<file path="src/rtl/afr_pkg.sv">
// shared types and constants for the acknowledge frame receiver
// no dependencies; imported by every afr module
package afr_pkg;

  // item kinds on the input channel (the fourth code is ignored)
  typedef enum logic [1:0] {
    MODE_ARM  = 2'd0,
    MODE_BYTE = 2'd1,
    MODE_TICK = 2'd2
  } afr_mode_e;

  // result codes
  typedef enum logic [1:0] {
    ST_ACK     = 2'd0,
    ST_NACK    = 2'd1,
    ST_TIMEOUT = 2'd2
  } afr_status_e;

  // frame parser phases, one-hot
  typedef enum logic [5:0] {
    PH_SYNC1   = 6'b000001,
    PH_SYNC2   = 6'b000010,
    PH_LEN_HI  = 6'b000100,
    PH_LEN_LO  = 6'b001000,
    PH_PAYLOAD = 6'b010000,
    PH_END     = 6'b100000
  } afr_phase_e;

  localparam logic [7:0]  SyncFirst    = 8'hA0;
  localparam logic [7:0]  SyncSecond   = 8'hA1;
  localparam logic [7:0]  EndByte      = 8'h0A;
  localparam logic [7:0]  AckId        = 8'h83;
  localparam logic [15:0] TimeoutReset = 16'd5000;
  localparam logic [15:0] TickMax      = 16'hFFFF;

  // input request payload
  typedef struct packed {
    logic [1:0] mode;
    logic [7:0] rx_byte;
  } afr_in_t;

  // result payload
  typedef struct packed {
    logic [1:0] status;
    logic [7:0] message_id;
  } afr_out_t;

endpackage

</file>
<file path="src/rtl/ack_frame_receiver.sv">
// top level of the acknowledge frame receiver: input register, config, output
// depends on afr_pkg, afr_parser, afr_out_reg
//
// Takes one request per cycle while in_stall_o is low: arm, received byte or
// millisecond tick. Each request is held in the input register, where the
// parser updates its state and, for an end-of-frame byte or an expiring tick,
// forms a result that is loaded into the output register in the same cycle
// that the request leaves the input register. A request that produces a
// result waits in the input register only while the output register holds
// an undelivered result that is stalled. The timeout limit is written through
// the config channel, which is always ready; write it only while idle.
module ack_frame_receiver (
  input  logic              clk_i,
  input  logic              rst_ni,
  input  logic              in_valid_i,
  output logic              in_stall_o,
  input  afr_pkg::afr_in_t  in_item_i,
  output logic              out_valid_o,
  input  logic              out_stall_i,
  output afr_pkg::afr_out_t out_item_o,
  input  logic              cfg_valid_i,
  output logic              cfg_ready_o,
  input  logic [15:0]       cfg_data_i
);
  import afr_pkg::*;

  logic        hold_valid_q;
  afr_in_t     hold_item_q;
  logic [15:0] timeout_q;
  logic        res_valid;
  afr_out_t    res;
  logic        room;
  logic        advance;
  logic        accept;

  assign cfg_ready_o = 1'b1;
  assign advance     = !res_valid || room;
  assign in_stall_o  = hold_valid_q && !advance;
  assign accept      = in_valid_i && !in_stall_o;

  // timeout limit register
  always_ff @(posedge clk_i or negedge rst_ni) begin
    if (!rst_ni) begin
      timeout_q <= TimeoutReset;
    end else if (cfg_valid_i && cfg_ready_o) begin
      timeout_q <= cfg_data_i;
    end
  end

  // input register valid
  always_ff @(posedge clk_i or negedge rst_ni) begin
    if (!rst_ni) begin
      hold_valid_q <= 1'b0;
    end else if (accept) begin
      hold_valid_q <= 1'b1;
    end else if (advance) begin
      hold_valid_q <= 1'b0;
    end
  end

  // input register payload
  always_ff @(posedge clk_i) begin
    if (accept) hold_item_q <= in_item_i;
  end

  afr_parser u_parser (
    .clk_i          (clk_i),
    .rst_ni         (rst_ni),
    .item_valid_i   (hold_valid_q),
    .commit_i       (advance),
    .item_i         (hold_item_q),
    .timeout_ticks_i(timeout_q),
    .res_valid_o    (res_valid),
    .res_o          (res)
  );

  afr_out_reg u_out_reg (
    .clk_i      (clk_i),
    .rst_ni     (rst_ni),
    .load_i     (res_valid),
    .res_i      (res),
    .room_o     (room),
    .out_valid_o(out_valid_o),
    .out_stall_i(out_stall_i),
    .out_item_o (out_item_o)
  );

endmodule

</file>
<file path="src/rtl/afr_parser.sv">
// frame parser and tick counter: holds the wait state and forms the result
// depends on afr_pkg
module afr_parser (
  input  logic              clk_i,
  input  logic              rst_ni,
  input  logic              item_valid_i,
  input  logic              commit_i,
  input  afr_pkg::afr_in_t  item_i,
  input  logic [15:0]       timeout_ticks_i,
  output logic              res_valid_o,
  output afr_pkg::afr_out_t res_o
);
  import afr_pkg::*;

  logic        armed_q, armed_d;
  afr_phase_e  phase_q, phase_d;
  logic [15:0] len_q, len_d;
  logic [16:0] cnt_q, cnt_d;
  logic [7:0]  id_q, id_d;
  logic [15:0] ela_q, ela_d;

  logic        is_arm, is_byte, is_tick;
  logic [16:0] cnt_inc;
  logic [15:0] ela_inc;
  logic [7:0]  b;

  assign b       = item_i.rx_byte;
  assign is_arm  = item_i.mode == MODE_ARM;
  assign is_byte = armed_q && (item_i.mode == MODE_BYTE);
  assign is_tick = armed_q && (item_i.mode == MODE_TICK);
  assign cnt_inc = cnt_q + 17'd1;
  assign ela_inc = (ela_q == TickMax) ? ela_q : ela_q + 16'd1;

  // next state and result for the item held in the input register
  always_comb begin
    armed_d     = armed_q;
    phase_d     = phase_q;
    len_d       = len_q;
    cnt_d       = cnt_q;
    id_d        = id_q;
    ela_d       = ela_q;
    res_valid_o = 1'b0;
    res_o       = '0;
    if (is_arm) begin
      armed_d = 1'b1;
      phase_d = PH_SYNC1;
      len_d   = '0;
      cnt_d   = '0;
      id_d    = '0;
      ela_d   = '0;
    end else if (is_tick) begin
      ela_d = ela_inc;
      if (ela_inc >= timeout_ticks_i) begin
        armed_d          = 1'b0;
        res_valid_o      = 1'b1;
        res_o.status     = ST_TIMEOUT;
        res_o.message_id = '0;
      end
    end else if (is_byte) begin
      unique case (phase_q)
        PH_SYNC1: begin
          if (b == SyncFirst) phase_d = PH_SYNC2;
        end
        PH_SYNC2: begin
          phase_d = (b == SyncSecond) ? PH_LEN_HI : PH_SYNC1;
        end
        PH_LEN_HI: begin
          len_d   = {b, 8'h00};
          phase_d = PH_LEN_LO;
        end
        PH_LEN_LO: begin
          len_d   = {len_q[15:8], len_q[7:0] | b};
          cnt_d   = '0;
          phase_d = PH_PAYLOAD;
        end
        PH_PAYLOAD: begin
          if (cnt_q == '0) id_d = b;
          cnt_d = cnt_inc;
          // payload plus one checksum byte
          if (cnt_inc >= ({1'b0, len_q} + 17'd1)) phase_d = PH_END;
        end
        PH_END: begin
          if (b == EndByte) begin
            armed_d          = 1'b0;
            phase_d          = PH_SYNC1;
            res_valid_o      = 1'b1;
            res_o.status     = (id_q == AckId) ? ST_ACK : ST_NACK;
            res_o.message_id = id_q;
          end
        end
        default: phase_d = PH_SYNC1;
      endcase
    end
    if (!item_valid_i) res_valid_o = 1'b0;
  end

  // state registers, updated only when the held item moves on
  always_ff @(posedge clk_i or negedge rst_ni) begin
    if (!rst_ni) begin
      armed_q <= 1'b0;
      phase_q <= PH_SYNC1;
      len_q   <= '0;
      cnt_q   <= '0;
      id_q    <= '0;
      ela_q   <= '0;
    end else if (item_valid_i && commit_i) begin
      armed_q <= armed_d;
      phase_q <= phase_d;
      len_q   <= len_d;
      cnt_q   <= cnt_d;
      id_q    <= id_d;
      ela_q   <= ela_d;
    end
  end

endmodule

</file>
<file path="src/rtl/afr_out_reg.sv">
// result register on the output channel
// depends on afr_pkg
module afr_out_reg (
  input  logic              clk_i,
  input  logic              rst_ni,
  input  logic              load_i,
  input  afr_pkg::afr_out_t res_i,
  output logic              room_o,
  output logic              out_valid_o,
  input  logic              out_stall_i,
  output afr_pkg::afr_out_t out_item_o
);
  import afr_pkg::*;

  logic     valid_q;
  afr_out_t item_q;

  // a new result may enter when empty or when the held one leaves now
  assign room_o      = !valid_q || !out_stall_i;
  assign out_valid_o = valid_q;
  assign out_item_o  = item_q;

  // valid flag
  always_ff @(posedge clk_i or negedge rst_ni) begin
    if (!rst_ni) begin
      valid_q <= 1'b0;
    end else if (load_i && room_o) begin
      valid_q <= 1'b1;
    end else if (!out_stall_i) begin
      valid_q <= 1'b0;
    end
  end

  // payload
  always_ff @(posedge clk_i) begin
    if (load_i && room_o) item_q <= res_i;
  end

endmodule

</file>
<file path="config.mk">
export PLATFORM = sky130hd
export DESIGN_NAME = ack_frame_receiver
export DESIGN_NICKNAME = d
export VERILOG_FILES = /design/src/rtl/afr_pkg.sv /design/src/rtl/ack_frame_receiver.sv /design/src/rtl/afr_parser.sv /design/src/rtl/afr_out_reg.sv
export SDC_FILE = /design/constraint.sdc
export NUM_CORES = 1
export LEC_CHECK = 0
export BUFFER_PORTS_ARGS = -buffer_cell sky130_fd_sc_hd__buf_2
export CORE_ASPECT_RATIO = 1.4
export CORE_UTILIZATION = 40
export DETAILED_ROUTE_END_ITERATION = 7
export GPL_TIMING_DRIVEN = 0
export HOLD_SLACK_MARGIN = 0.1
export REMOVE_ABC_BUFFERS = 1
export SYNTH_ARGS = -nofsm -noshare
export SYNTH_HDL_FRONTEND = slang
export SYNTH_SLANG_ARGS = --single-unit
</file>
<file path="constraint.sdc">
create_clock -name clk_i -period 4.8 [get_ports clk_i]
set_input_delay 0.48 -clock clk_i [delete_from_list [all_inputs] [get_ports clk_i]]
set_output_delay 0.48 -clock clk_i [all_outputs]
set_load 0.05 [all_outputs]
</file>
==> results.tsv <==
stage	metric	value	unit
floorplan	die_w	106	um
floorplan	dieArea	0.0158	sq mm
drt	drtPass1Iterations	5	
sta	slew_headroom	16.2	%
drt	vias	4802	
place	hpwlAfterDp	10.4	mm
yosys	ys_ff_latch	102	
place	io_buffers	42	
drt	route.layer.met1.wl	5.88	mm
clock_tree	cts_tree	built	
sta	finalSetupViolCount	0	
drt	wl_per_cell	15.7	um
worst_hold_path	hold_path_class	in2reg	
drt	drt_iter0_markers	247	
clock_tree	clock_path_buffers	2	
global_routing	grt_max_degree	57	
clock_tree	clock-sinks	102	
drt	routed.top_layer	met4	
drt	drt-vias-per-instance	5.48	
yosys	synth_cells	647	
worst_setup_path	worstSetupPathType	reg2out	
drt	wl_met2	7.26	mm
final_layout	area.sequential	0.00266	sq mm
place	place_ws	0.145	ns
drt	finalWirelength	13.8	mm
place	post_dp_cell_area	0.00649	sq mm
yosys	yosysSeqAreaShare	43.6	%
yosys	synth_area	0.00610	sq mm
sta	fin_crit	4.45	ns
status	outcome	finished clean	
floorplan	ios	44	
final_layout	multi_input_area	0.00321	sq mm
clock_tree	path_clk_slew	0.08	ns
yosys	yosysMostFrequentCell	dfrtp_1	
yosys	synth_top_cell_area_share	31.2	%
yosys	synth_area_leader_cell	dfrtp_1	
worst_setup_path	crit_path_max_fanout	5	
yosys	synth-async-reset-ratio	80.4	%
final_layout	diodes	0	
yosys	yosys_warnings	0	
worst_setup_path	required	4.32	ns
yosys	ys_types	63	
sta	max_freq	225	MHz
job	max_cap_violations	0	
floorplan	core-area	0.0150	sq mm
global_routing	antenna_found_initial	0	
power_and_ir_drop	cellPowerDensity	318	mW/mm^2
place	globalplace.congestion	0.804	
clock_tree	numCtsBuffers	9	
yosys	avgSynthCellArea	9.43	sq um
power_and_ir_drop	peakVddDrop	169	uV
worst_setup_path	critPathArrivalTime	3.97	ns
final_layout	syn2layout_area_growth	12.0	%
sta	min_period_over_period	92.7	%
drt	wl_met3	339	um
global_routing	grt_first_pass_wirelength	22.6	mm
sta	clock_skew	0.0102	ns
yosys	synth-main-ff-cell	dfrtp_1	
sta	drv_slew	0	
drt	drcViolationCount	0	
global_routing	grt_overflow	0	
floorplan	row_count	53	
worst_setup_path	end_kind	primary output	
sta	hold_viol_final	0	
sta	setup-tns-final	0	ns
power_and_ir_drop	power_leakage	3.07	nW
floorplan	start_util	40.7	%
worst_setup_path	critPathLaunchType	flip-flop	
sta	rsz0062_at_grt	no	
sta	worst_pin_slew	1.26	ns
global_routing	track_usage	18.3	%
yosys	netlist_top_cells_area	dfrtp_1 (31%), edfxtp_1 (9.8%), ha_1 (7.6%)	
yosys	synth_common_cells	dfrtp_1 (76), nand2_1 (67), nor2_1 (43), o21ai_0 (43), inv_1 (41)	
sta	setup_ws	0.351	ns
final_layout	fillers	1499	
final_layout	drive_gt1_share	11.7	%
drt	antenna_left	0	
clock_tree	htree_levels	3	
clock_tree	ctsRootBufferMaster	clkbuf_16	
yosys	synth_edf_count	20	
final_layout	final_area	0.00683	sq mm
clock_tree	clock_latency	0.36	ns
final_layout	nets	748	
global_routing	first_global_vias	4731	
floorplan	die_h	148	um
[where the power goes]
part / leakage, nW / internal [mW] / total [mW] / switching, mW
combinational: 1.71 / 0.157 / 0.370 / 0.213
sequential: 1.22 / 0.965 / 1.05 / 0.0830
clock: 0.147 / 0.373 / 0.754 / 0.382
[state kept, by name, summed over array words and instances (netlist names)]
register,cells
u_parser.armed_q,1
u_parser.phase_q,6
u_out_reg.out_item_o,10
u_parser.len_q,16
u_parser.id_q,8
hold_item_q,10
timeout_q,16
hold_valid_q,1
u_parser.cnt_q,17
u_out_reg.out_valid_o,1
u_parser.ela_q,16
[stage by stage]
stage | hold slack, ns | cells | power, mW | utilization [%]
floorplan | 0.184 | 624 | 1.30 | -
global placement | 0.499 | 858 | 1.41 | 43.1
detailed placement | 0.437 | 859 | 1.43 | 43.3
CTS | 0.270 | 876 | 2.20 | 45.4
global route | 0.273 | 877 | 2.28 | 45.6
finish | 0.286 | 877 | 2.17 | 45.6
[worst max-delay path, stage by stage, from the launching register on]
cell and delay (ns):
dfrtp_1 0.43, ha_1 0.25, nand3_1 0.25, nor4_4 0.06, a21oi_1 0.39, nand3_1 0.21
xnor2_1 0.16, ha_1 0.32, nand4_1 0.13, nor4_1 0.33, a21oi_1 0.22, a21boi_1 0.29
o21ai_1 0.18, nor2_1 0.12, buf_2 0.27
[area by class of cell]
class | instances | share of cell area [%]
clock buffer | 9 | 3.30
clock inverter | 7 | 1.24
multi-input combinational | 481 | 47.0
timing repair buffer | 45 | 3.77
sequential | 102 | 38.9
inverter | 41 | 2.25
tap | 192 | 3.52
[placed cells by master, fill, tap and decap left out, types with 7 or more instances in the layout]
cell type,count
xnor2_1,22
o21ai_0,43
nor2_1,42
o31ai_1,10
inv_1,41
and3_1,15
and2_1,11
a31oi_1,7
mux2i_1,9
a21oi_1,29
buf_2,41
nand4_1,14
xor2_1,19
a22o_1,8
nand2_1,67
nand3_1,35
nor4_1,9
ha_1,37
clkbuf_16,9
edfxtp_1,20
dfrtp_1,76
nor3_1,8
nand2b_1,7
[routing by layer]
layer  GRT usage [%]  up-vias
met4            8.13        0
met3            1.97       19
met5               0        -
met1            21.1     2305
met2            33.6       78
li1                -     2400
[cells by family (layout without fill, tap and decap cells)]
family	after synthesis	count (layout)	synth area share [%]
compound gates	144	144	15.5
xor+xnor	41	41	5.89
fa+ha+maj	37	37	7.59
buf+inv	64	102	4.08
flops	102	102	43.6
mux	15	15	2.65
other cells	1	1	0.0615
simple gates	243	243	20.7
[timing repair]
action | CTS | global route
pin swaps | 0 | 2
setup endpoints to repair | 1 | 14
gates resized for setup | 1 | 3
hold buffers | 1 | 0
hold endpoints to repair | 21 | 0
buffers inserted | 0 | 1
[final timing paths]
kind / startpoint / endpoint / slack (ns) / cells after the start
max: u_parser.ela_q[0] / in_stall_o / 0.35 / 14
min: in_item_i[3] / hold_item_q[3] / 0.29 / 1
max reg2reg: u_parser.ela_q[0] / u_parser.ela_q[8] / 0.57 / 13
min reg2reg: timeout_q[3] / timeout_q[3] / 0.51 / 2
max in group asynchronous: rst_ni / u_parser.phase_q[0] / 3.57 / 3
min in group asynchronous: rst_ni / timeout_q[15] / 0.58 / 2
Note: power is estimated with default switching activity, not from simulation.
